$ cat src/rtl/pat_pkg.sv
// Shared types, constants and the multiply schedule of the polyline angle thinning block.
package pat_pkg;

  // Coordinate width and the widths that follow from it.
  localparam int CoordBits = 16;
  localparam int DiffW     = CoordBits + 1;               // segment component
  localparam int SqW       = 2 * DiffW;                   // squared segment length
  localparam int DotW      = 2 * DiffW + 1;               // signed dot product
  localparam int MulW      = (DotW > 32) ? DotW : 32;     // shared multiplier operand
  localparam int ProdW     = 4 * CoordBits + 3;           // |a|^2 * |b|^2 and dot^2
  localparam int SplitW    = MulW - 1;                    // low part of ProdW for t^2 product
  localparam int HiW       = ProdW - SplitW;

  // Threshold register and its derived widths (signed fixed point Q2.15).
  localparam int ThrW      = 17;
  localparam int ThrFrac   = 15;
  localparam int ThrSqW    = 2 * ThrFrac + 1;             // clamped threshold squared
  localparam int RhsW      = ProdW + 2 * ThrFrac;         // both sides of the final compare
  localparam logic signed [ThrW-1:0] ThrOne    = 17'sd32768;
  localparam logic signed [ThrW-1:0] ThrNegOne = -17'sd32768;

  // Configuration register indexes.
  localparam int CfgAddrW  = 2;
  localparam logic [CfgAddrW-3+1:0] RegCosThreshold = 1'b0;

  // Count of points held for the current shape.
  localparam logic [1:0] SeenNone = 2'd0;
  localparam logic [1:0] SeenOne  = 2'd1;
  localparam logic [1:0] SeenTwo  = 2'd2;

  // Length of the multiply schedule for one middle point.
  localparam int MathSteps = 12;
  localparam int StepW     = $clog2(MathSteps);

  typedef struct packed {
    logic signed [CoordBits-1:0] pt_x;
    logic signed [CoordBits-1:0] pt_y;
    logic                        end_of_shape;
  } pt_t;

  typedef struct packed {
    logic signed [CoordBits-1:0] out_x;
    logic signed [CoordBits-1:0] out_y;
    logic                        out_last;
  } res_t;

  typedef enum logic [1:0] {
    ST_IDLE,
    ST_MATH,
    ST_MID,
    ST_FIN
  } ctrl_state_e;

  typedef enum logic [3:0] {
    MUL_NONE,
    MUL_AXAX,
    MUL_AYAY,
    MUL_BXBX,
    MUL_BYBY,
    MUL_AXBX,
    MUL_AYBY,
    MUL_LALB,
    MUL_TT,
    MUL_DOTDOT,
    MUL_TLO,
    MUL_THI
  } mul_sel_e;

  typedef enum logic [3:0] {
    ACC_NONE,
    ACC_LA_SET,
    ACC_LA_ADD,
    ACC_LB_SET,
    ACC_LB_ADD,
    ACC_DOT_SET,
    ACC_DOT_ADD,
    ACC_PROD_SET,
    ACC_T2_SET,
    ACC_LHS_SET,
    ACC_RHS_SET,
    ACC_RHS_ADD
  } acc_sel_e;

  typedef enum logic [1:0] {
    PUSH_NONE,
    PUSH_MID,
    PUSH_CUR
  } push_sel_e;

  // Commands from the controller to the datapath.
  typedef struct packed {
    mul_sel_e  mul_sel;
    acc_sel_e  acc_sel;
    logic      load_in;
    push_sel_e push;
    logic      advance;
  } cmd_t;

  // Status from the datapath to the controller.
  typedef struct packed {
    logic seen_two;
    logic cur_needed;
    logic keep;
    logic out_free;
  } sts_t;

  // Multiply schedule. Each step issues at most one product and folds the product
  // of the previous step, if there is one, into its destination register.
  function automatic cmd_t math_cmd(input logic [StepW-1:0] step);
    cmd_t c;
    c.mul_sel = MUL_NONE;
    c.acc_sel = ACC_NONE;
    c.load_in = 1'b0;
    c.push    = PUSH_NONE;
    c.advance = 1'b0;
    case (step)
      4'd0: begin
        c.mul_sel = MUL_AXAX;
      end
      4'd1: begin
        c.mul_sel = MUL_AYAY;
        c.acc_sel = ACC_LA_SET;
      end
      4'd2: begin
        c.mul_sel = MUL_BXBX;
        c.acc_sel = ACC_LA_ADD;
      end
      4'd3: begin
        c.mul_sel = MUL_BYBY;
        c.acc_sel = ACC_LB_SET;
      end
      4'd4: begin
        c.mul_sel = MUL_AXBX;
        c.acc_sel = ACC_LB_ADD;
      end
      4'd5: begin
        c.mul_sel = MUL_LALB;
        c.acc_sel = ACC_DOT_SET;
      end
      4'd6: begin
        c.mul_sel = MUL_AYBY;
        c.acc_sel = ACC_PROD_SET;
      end
      4'd7: begin
        c.mul_sel = MUL_TT;
        c.acc_sel = ACC_DOT_ADD;
      end
      4'd8: begin
        c.mul_sel = MUL_DOTDOT;
        c.acc_sel = ACC_T2_SET;
      end
      4'd9: begin
        c.mul_sel = MUL_TLO;
        c.acc_sel = ACC_LHS_SET;
      end
      4'd10: begin
        c.mul_sel = MUL_THI;
        c.acc_sel = ACC_RHS_SET;
      end
      4'd11: begin
        c.acc_sel = ACC_RHS_ADD;
      end
      default: begin
        c.mul_sel = MUL_NONE;
      end
    endcase
    return c;
  endfunction

endpackage

$ cat src/rtl/pat_ctrl.sv
// Controller state machine that sequences one point through the datapath.
module pat_ctrl
  import pat_pkg::*;
(
  input  logic clk_i,
  input  logic rst_ni,
  input  logic in_valid_i,
  output logic in_ready_o,
  input  sts_t sts_i,
  output cmd_t cmd_o
);

  ctrl_state_e state_q, state_d;
  logic [StepW-1:0] step_q, step_d;
  cmd_t step_cmd;

  // Commands of the current multiply step.
  assign step_cmd = math_cmd(step_q);

  // State and step counter.
  always_ff @(posedge clk_i or negedge rst_ni) begin
    if (!rst_ni) begin
      state_q <= ST_IDLE;
      step_q  <= '0;
    end else begin
      state_q <= state_d;
      step_q  <= step_d;
    end
  end

  // Next state and commands.
  always_comb begin
    state_d       = state_q;
    step_d        = step_q;
    in_ready_o    = 1'b0;
    cmd_o.mul_sel = MUL_NONE;
    cmd_o.acc_sel = ACC_NONE;
    cmd_o.load_in = 1'b0;
    cmd_o.push    = PUSH_NONE;
    cmd_o.advance = 1'b0;
    case (state_q)
      ST_IDLE: begin
        in_ready_o = 1'b1;
        if (in_valid_i) begin
          cmd_o.load_in = 1'b1;
          step_d        = '0;
          // Only a point with two predecessors needs the angle test.
          state_d       = sts_i.seen_two ? ST_MATH : ST_FIN;
        end
      end
      ST_MATH: begin
        cmd_o.mul_sel = step_cmd.mul_sel;
        cmd_o.acc_sel = step_cmd.acc_sel;
        step_d        = step_q + 1'b1;
        if (step_q == StepW'(MathSteps - 1)) begin
          state_d = ST_MID;
        end
      end
      ST_MID: begin
        // The middle point goes out only if it turns sharply enough.
        if (!sts_i.keep) begin
          state_d = ST_FIN;
        end else if (sts_i.out_free) begin
          cmd_o.push = PUSH_MID;
          state_d    = ST_FIN;
        end
      end
      ST_FIN: begin
        if (!sts_i.cur_needed) begin
          cmd_o.advance = 1'b1;
          state_d       = ST_IDLE;
        end else if (sts_i.out_free) begin
          cmd_o.push    = PUSH_CUR;
          cmd_o.advance = 1'b1;
          state_d       = ST_IDLE;
        end
      end
      default: begin
        state_d = ST_IDLE;
      end
    endcase
  end

endmodule

$ cat src/rtl/pat_datapath.sv
// Datapath: point history, shared multiplier, angle compare and output register.
module pat_datapath
  import pat_pkg::*;
(
  input  logic                   clk_i,
  input  logic                   rst_ni,
  input  cmd_t                   cmd_i,
  output sts_t                   sts_o,
  input  pt_t                    in_item_i,
  output res_t                   out_item_o,
  output logic                   out_valid_o,
  input  logic                   out_stall_i,
  input  logic                   cfg_we_i,
  input  logic [ThrW-1:0]        cfg_wdata_i,
  output logic signed [ThrW-1:0] cfg_rdata_o
);

  // Shape history and the point being worked on.
  logic signed [CoordBits-1:0] before_x_q, before_y_q, middle_x_q, middle_y_q;
  logic [1:0]                  seen_q;
  pt_t                         cur_q;
  logic signed [ThrW-1:0]      thr_q;

  // Arithmetic registers.
  logic signed [2*MulW-1:0] p_q, p_d;
  logic [SqW-1:0]           la2_q, lb2_q;
  logic signed [DotW-1:0]   dot_q;
  logic [ProdW-1:0]         prod_q;
  logic [ThrSqW-1:0]        t2_q;
  logic [ProdW-1:0]         lhs_q;
  logic [RhsW-1:0]          rhs_q;

  // Output register.
  res_t out_q;
  logic out_valid_q;

  logic signed [DiffW-1:0] ax, ay, bx, by;
  logic signed [ThrW-1:0]  tc;
  logic signed [MulW-1:0]  a_op, b_op;
  logic [RhsW-1:0]         p_ext, lhs_sh;
  logic                    out_free, dot_neg, t_pos, t_neg, keep;

  // Segment components from the original neighbors.
  assign ax = DiffW'(middle_x_q) - DiffW'(before_x_q);
  assign ay = DiffW'(middle_y_q) - DiffW'(before_y_q);
  assign bx = DiffW'(cur_q.pt_x) - DiffW'(middle_x_q);
  assign by = DiffW'(cur_q.pt_y) - DiffW'(middle_y_q);

  // Threshold clamped to the range of a cosine.
  always_comb begin
    if (thr_q > ThrOne) begin
      tc = ThrOne;
    end else if (thr_q < ThrNegOne) begin
      tc = ThrNegOne;
    end else begin
      tc = thr_q;
    end
  end

  // Operand selection for the shared multiplier.
  always_comb begin
    a_op = '0;
    b_op = '0;
    case (cmd_i.mul_sel)
      MUL_AXAX: begin
        a_op = MulW'(ax);
        b_op = MulW'(ax);
      end
      MUL_AYAY: begin
        a_op = MulW'(ay);
        b_op = MulW'(ay);
      end
      MUL_BXBX: begin
        a_op = MulW'(bx);
        b_op = MulW'(bx);
      end
      MUL_BYBY: begin
        a_op = MulW'(by);
        b_op = MulW'(by);
      end
      MUL_AXBX: begin
        a_op = MulW'(ax);
        b_op = MulW'(bx);
      end
      MUL_AYBY: begin
        a_op = MulW'(ay);
        b_op = MulW'(by);
      end
      MUL_LALB: begin
        a_op = MulW'(la2_q);
        b_op = MulW'(lb2_q);
      end
      MUL_TT: begin
        a_op = MulW'(tc);
        b_op = MulW'(tc);
      end
      MUL_DOTDOT: begin
        a_op = MulW'(dot_q);
        b_op = MulW'(dot_q);
      end
      MUL_TLO: begin
        a_op = MulW'(t2_q);
        b_op = MulW'(prod_q[SplitW-1:0]);
      end
      MUL_THI: begin
        a_op = MulW'(t2_q);
        b_op = MulW'(prod_q[ProdW-1:SplitW]);
      end
      default: begin
        a_op = '0;
        b_op = '0;
      end
    endcase
  end

  assign p_d   = a_op * b_op;
  assign p_ext = RhsW'($unsigned(p_q));

  // Product register and accumulation of the previous product.
  always_ff @(posedge clk_i) begin
    p_q <= p_d;
    case (cmd_i.acc_sel)
      ACC_LA_SET:   la2_q  <= p_q[SqW-1:0];
      ACC_LA_ADD:   la2_q  <= la2_q + p_q[SqW-1:0];
      ACC_LB_SET:   lb2_q  <= p_q[SqW-1:0];
      ACC_LB_ADD:   lb2_q  <= lb2_q + p_q[SqW-1:0];
      ACC_DOT_SET:  dot_q  <= p_q[DotW-1:0];
      ACC_DOT_ADD:  dot_q  <= dot_q + p_q[DotW-1:0];
      ACC_PROD_SET: prod_q <= p_q[ProdW-1:0];
      ACC_T2_SET:   t2_q   <= p_q[ThrSqW-1:0];
      ACC_LHS_SET:  lhs_q  <= p_q[ProdW-1:0];
      ACC_RHS_SET:  rhs_q  <= p_ext;
      ACC_RHS_ADD:  rhs_q  <= rhs_q + (p_ext << SplitW);
      default: begin
        rhs_q <= rhs_q;
      end
    endcase
  end

  // Turn test: compare dot^2 * 2^30 against t^2 * |a|^2 * |b|^2 with signs apart.
  assign lhs_sh  = {lhs_q, {(2 * ThrFrac){1'b0}}};
  assign dot_neg = dot_q[DotW-1];
  assign t_pos   = (tc > 0);
  assign t_neg   = tc[ThrW-1];

  always_comb begin
    if ((la2_q == '0) || (lb2_q == '0)) begin
      keep = 1'b0;
    end else if (dot_neg) begin
      keep = t_neg ? (lhs_sh > rhs_q) : 1'b1;
    end else begin
      keep = t_pos ? (lhs_sh < rhs_q) : 1'b0;
    end
  end

  // Input capture and shape history update.
  always_ff @(posedge clk_i or negedge rst_ni) begin
    if (!rst_ni) begin
      before_x_q <= '0;
      before_y_q <= '0;
      middle_x_q <= '0;
      middle_y_q <= '0;
      seen_q     <= SeenNone;
    end else if (cmd_i.advance) begin
      if (cur_q.end_of_shape) begin
        seen_q <= SeenNone;
      end else if (seen_q == SeenNone) begin
        middle_x_q <= cur_q.pt_x;
        middle_y_q <= cur_q.pt_y;
        seen_q     <= SeenOne;
      end else begin
        before_x_q <= middle_x_q;
        before_y_q <= middle_y_q;
        middle_x_q <= cur_q.pt_x;
        middle_y_q <= cur_q.pt_y;
        seen_q     <= SeenTwo;
      end
    end
  end

  always_ff @(posedge clk_i) begin
    if (cmd_i.load_in) begin
      cur_q <= in_item_i;
    end
  end

  // Threshold register.
  always_ff @(posedge clk_i or negedge rst_ni) begin
    if (!rst_ni) begin
      thr_q <= ThrOne;
    end else if (cfg_we_i) begin
      thr_q <= cfg_wdata_i;
    end
  end

  // Output register; it is free when empty or being taken.
  assign out_free = !out_valid_q || !out_stall_i;

  always_ff @(posedge clk_i or negedge rst_ni) begin
    if (!rst_ni) begin
      out_valid_q <= 1'b0;
    end else if (cmd_i.push != PUSH_NONE) begin
      out_valid_q <= 1'b1;
    end else if (!out_stall_i) begin
      out_valid_q <= 1'b0;
    end
  end

  always_ff @(posedge clk_i) begin
    case (cmd_i.push)
      PUSH_MID: begin
        out_q.out_x    <= middle_x_q;
        out_q.out_y    <= middle_y_q;
        out_q.out_last <= 1'b0;
      end
      PUSH_CUR: begin
        out_q.out_x    <= cur_q.pt_x;
        out_q.out_y    <= cur_q.pt_y;
        out_q.out_last <= cur_q.end_of_shape;
      end
      default: begin
        out_q <= out_q;
      end
    endcase
  end

  assign out_item_o  = out_q;
  assign out_valid_o = out_valid_q;
  assign cfg_rdata_o = thr_q;

  // Status to the controller.
  assign sts_o.seen_two   = (seen_q == SeenTwo);
  assign sts_o.cur_needed = (seen_q == SeenNone) || cur_q.end_of_shape;
  assign sts_o.keep       = keep;
  assign sts_o.out_free   = out_free;

endmodule

$ cat src/rtl/polyline_angle_thinning.sv
// Top level of the polyline angle thinning block: controller, datapath and register port.
// A first point of a shape, or a second one that ends it, goes from idle to the finish
// state, which pushes it into the output register; no new item is taken before idle.
// A later point runs 12 steps of the shared 35x35 multiplier, then the middle-point state
// and the finish state, either of which output stalls can hold, before the next item.
// Reset clears the shape history and output valid and sets the threshold to 1.0.
module polyline_angle_thinning
  import pat_pkg::*;
(
  input  logic                clk_i,
  input  logic                rst_ni,
  input  logic                in_valid_i,
  output logic                in_stall_o,
  input  pt_t                 in_item_i,
  output logic                out_valid_o,
  input  logic                out_stall_i,
  output res_t                out_item_o,
  input  logic                psel,
  input  logic                penable,
  input  logic                pwrite,
  input  logic [CfgAddrW-1:0] paddr,
  input  logic [31:0]         pwdata,
  output logic [31:0]         prdata,
  output logic                pready
);

  cmd_t                   cmd;
  sts_t                   sts;
  logic                   in_ready;
  logic                   cfg_we;
  logic signed [ThrW-1:0] cfg_rdata;

  // Register port: a single register, always ready.
  assign pready = 1'b1;
  assign cfg_we = psel && penable && pwrite && pready &&
                  (paddr == CfgAddrW'({RegCosThreshold, 2'b00}));
  assign prdata = 32'(cfg_rdata);

  assign in_stall_o = !in_ready;

  pat_ctrl u_ctrl (
    .clk_i      (clk_i),
    .rst_ni     (rst_ni),
    .in_valid_i (in_valid_i),
    .in_ready_o (in_ready),
    .sts_i      (sts),
    .cmd_o      (cmd)
  );

  pat_datapath u_datapath (
    .clk_i       (clk_i),
    .rst_ni      (rst_ni),
    .cmd_i       (cmd),
    .sts_o       (sts),
    .in_item_i   (in_item_i),
    .out_item_o  (out_item_o),
    .out_valid_o (out_valid_o),
    .out_stall_i (out_stall_i),
    .cfg_we_i    (cfg_we),
    .cfg_wdata_i (pwdata[ThrW-1:0]),
    .cfg_rdata_o (cfg_rdata)
  );

  // An accepted item keeps the input stalled on the next cycle.
  assert property (@(posedge clk_i) disable iff (!rst_ni)
    (in_valid_i && !in_stall_o) |=> in_stall_o)
    else $error("input accepted on two consecutive cycles");

  // A result is only pushed into a free output register.
  assert property (@(posedge clk_i) disable iff (!rst_ni)
    (cmd.push != PUSH_NONE) |-> sts.out_free)
    else $error("result pushed over a waiting result");

  // The multiplier runs only while an item is being worked on.
  assert property (@(posedge clk_i) disable iff (!rst_ni)
    (cmd.mul_sel != MUL_NONE) |-> in_stall_o)
    else $error("multiplier active while input is open");

endmodule

$ cat config.mk
export PLATFORM = sky130hd
export DESIGN_NAME = polyline_angle_thinning
export DESIGN_NICKNAME = d
export VERILOG_FILES = /design/src/rtl/pat_pkg.sv /design/src/rtl/pat_ctrl.sv /design/src/rtl/pat_datapath.sv /design/src/rtl/polyline_angle_thinning.sv
export SDC_FILE = /design/constraint.sdc
export NUM_CORES = 2
export LEC_CHECK = 0
export ABC_CLOCK_PERIOD_IN_PS = 10200
export BUFFER_PORTS_ARGS = -buffer_cell sky130_fd_sc_hd__buf_2
export CAP_MARGIN = 20
export CORE_AREA = 8 8 465 467
export CTS_CLUSTER_SIZE = 8
export DETAILED_ROUTE_END_ITERATION = 8
export DIE_AREA = 0 0 473 475
export RECOVER_POWER = 100
export SYNTH_ARGS = -nofsm -noshare
export SYNTH_HDL_FRONTEND = slang
export SYNTH_SLANG_ARGS = --single-unit
$ cat constraint.sdc
create_clock -name clk_i -period 10.2 [get_ports clk_i]
set_input_delay 0.51 -clock clk_i [delete_from_list [all_inputs] [get_ports clk_i]]
set_output_delay 0.51 -clock clk_i [all_outputs]
set_load 0.01 [all_outputs]
==> impl_metrics.tcl <==
set metrics [dict create \
    die_w_um 473 \
    drv_slew 990 \
    final.fill_count 19900 \
    grt_max_degree 70 \
    worst_slack_ns -0.0331 \
    synth_area_leaders "fa_1, edfxtp_1, ha_1, inv_1, nand2_1" \
    place_ws_ns -0.859 \
    drive_gt1_share_pct 18.4 \
    syn_inst 8311 \
    vias 64500 \
    routabilityCongestion 0.953 \
    synth_top_area_share_pct 33.6 \
    path_max_fanout 5 \
    crit_arrival_ns 10.82 \
    setup_viol 5 \
    path_class "flop to flop" \
    tritoncts "built" \
    synth_edf_count 431 \
    ios 142 \
    most-common-layout-cells "inv_1, fa_1, nand2_1" \
    path_clk_slew_ns 0.05 \
    ys_async_sr_fraction_pct 15.2 \
    layout_commonest_cell "inv_1" \
    drt_iter0_markers 5156 \
    synth_top_flop_cell "edfxtp_1" \
    dr.pass1.iters 9 \
    r2r-end "u_datapath.p_q[62]" \
    reg2reg_setup_slack_ns -0.03 \
    routed_via_density 5.28 \
    cp-endpoint "u_datapath.p_q[62]" \
    failed_checks "capacitance limit, slew limit, setup timing" \
    ir_worst_vdd_mv 0.228 \
    crit_top_cell "fa_1" \
    utilization_pct 46.3 \
    wl_per_cell_um 22.7 \
    grt_usage_pct 24.3 \
    rsz0062_at_grt "yes" \
    startpoint "u_datapath.middle_y_q[1]" \
    syn_to_final_growth_pct 22.6 \
    hold_class "input port to flop" \
    grt_pass1_vias 67500 \
    syn_nets 10200 \
    clk_latency_ns 0.68 \
    synth_seq_cells 591 \
    portBuffers 125 \
    core-area_um2 209000 \
    crit_path_start_kind "flop" \
    timing.final.crit_share_pct 100 \
    mappedNetlistArea_um2 78700 \
    finalNetCount 11200 \
    fmax_mhz 97.7 \
    yosys_warnings 0 \
    gr-total-overflow 0 \
    worst_pin_slew_ns 4.24 \
    skew_ns 0.0319 \
    clockRootBuffer "clkbuf_16" \
    numCtsBuffers 84 \
    dpl_cell_area_um2 90800 \
    grt_pass1_wl_um 416000 \
    yosysTopAreaCell "fa_1" \
    p_leak_nw 45.2 \
    outcome "finished, violations left" \
    slowest_stage "fa_1" \
    cts_buffer_depth 3 \
    start_util_pct 37.7 \
    drc 0 \
    cp.required_ns 10.78 \
    cp_slowest_stage_delay_ns 0.56 \
    powerDensity_nw_per_um2 252 \
    rr_startpoint "u_datapath.middle_y_q[1]" \
    clkSinkCount 591 \
    htreeDepth 3 \
    ant_nets 0 \
    ys_types 94 \
    design.die.area_um2 225000 \
    die_h_um 475 \
    yosysSeqAreaShare_pct 21.1 \
    avgSynthCellArea_um2 9.47 \
    maxCapViolCount 19 \
    antenna_found_initial 16 \
    r2r_cells 42 \
    maxSlewHeadroom_pct -183 \
    final_cell_area_um2 96400 \
    crit_path_end_kind "flop" \
    timing_hold_violations_final 0 \
    period_minus_slack_ns 10.23 \
    drt_wl_total_um 278000 \
    rows 168 \
    dpl.hpwl_um 225000 \
]
==> critical path: cells and delay by family, from the launching register on <==
family / cells / cell delay (ns)
AOI/OAI and AO/OA: 11 / 2.43
xor gates and xnor gates: 2 / 0.32
adders and majority gates: 10 / 4.65
buffers and inverters: 12 / 1.23
DFF: 1 / 0.41
and+or+nand+nor: 7 / 1.11
==> synthesized netlist by cell type, types with 70 or more instances <==
cell and n:
dfrtp_1 89, dfxtp_1 70, inv_1 1469, a21oi_1 300, xor2_1 115, fa_1 1319, a21o_1 182, nand2_1 974
nand3_1 73, o21ai_0 372, clkbuf_1 197, xnor2_1 160, and2_1 89, edfxtp_1 431, nor2_1 813, ha_1 514
buf_2 155
==> flip-flops by register name, summed over array words and instances (netlist names), 33 cells and up <==
register / count
u_datapath.prod_q: 67
u_datapath.out_item_o: 33
u_datapath.lb2_q: 34
u_datapath.p_q: 70
u_datapath.cur_q: 33
u_datapath.la2_q: 34
u_datapath.dot_q: 35
u_datapath.rhs_q: 97
u_datapath.lhs_q: 67
==> kinds of logic after synthesis <==
logic type | count (synthesis) | share of synthesized area [%]
multiplexers | 54 | 0.733
adder cells (fa/ha/maj) | 1833 | 41.7
AND/OR/NAND/NOR | 2389 | 13.3
buffers and inverters | 1868 | 9.41
flip-flops | 591 | 21.1
other | 1 | 0.00476
XOR/XNOR | 275 | 3.06
AO/OA/AOI/OAI | 1300 | 10.7
==> metal layers <==
layer	share of wire (%)	vias to the layer above	routed length [µm]	track usage, %
li1	-	28600	-	-
met5	0.017	-	46	0
met2	46	2451	129000	40.0
met3	6.8	659	18800	3.35
met1	40	32700	112000	31.6
met4	6.5	6	18000	12.1
==> cell type report <==
type,count,area (µm²),share of cell area (%)
clock buffers,136,2380,2.47
flip-flops and latches,591,16600,17.2
multi-input cells,5852,56900,59.0
well taps,2805,3510,3.64
repair buffers,1332,11500,11.9
diodes,8,20.0,0.0208
inverters,1471,5530,5.73
clock inverters,6,58.8,0.0610
==> how the worst min path moves through the flow <==
stage	startpoint	end	slack (ns)	cells after the start
after global placement	rst_ni	u_datapath.before_y_q[1]	0.49	1
after floorplan	rst_ni	u_ctrl.state_q[0]	0.21	0
after global routing	in_item_i[7]	u_datapath.cur_q[7]	0.02	1
after detailed placement	rst_ni	u_datapath.middle_y_q[2]	0.50	1
final	in_item_i[7]	u_datapath.cur_q[7]	0.06	1
after CTS	in_item_i[7]	u_datapath.cur_q[7]	0.0006	1
==> stage by stage <==
step                std cells  setup TNS (ns)  hold slack, ns  total power [W]
floorplan                8311               0           0.214           0.0117
global placement        11900          -14.71           0.487           0.0199
detailed placement      11900          -16.81           0.500           0.0200
CTS                     12100         -0.0301        0.000594           0.0236
global route            12200           -6.90          0.0198           0.0258
finish                  12200         -0.0931          0.0560           0.0243
==> power by group <==
part / leakage, nW / total, W / internal (W) / switching [W]
Sequential: 5.75 / 0.00342 / 0.00309 / 0.000336
Combinational: 38.3 / 0.0182 / 0.00772 / 0.0105
Clock: 1.17 / 0.00268 / 0.00158 / 0.00110
==> timing repair <==
| action | in CTS | in global routing |
|---|---|---|
| cloned | 4 | 8 |
| setup buffers | 60 | 43 |
| endpoints found under the setup margin | 35 | 32 |
| hold buffers | 33 | 0 |
| pin swaps | 130 | 124 |
| endpoints found under the hold margin | 65 | 0 |
| resized for setup | 240 | 275 |
(Power assumes the default switching activity.)
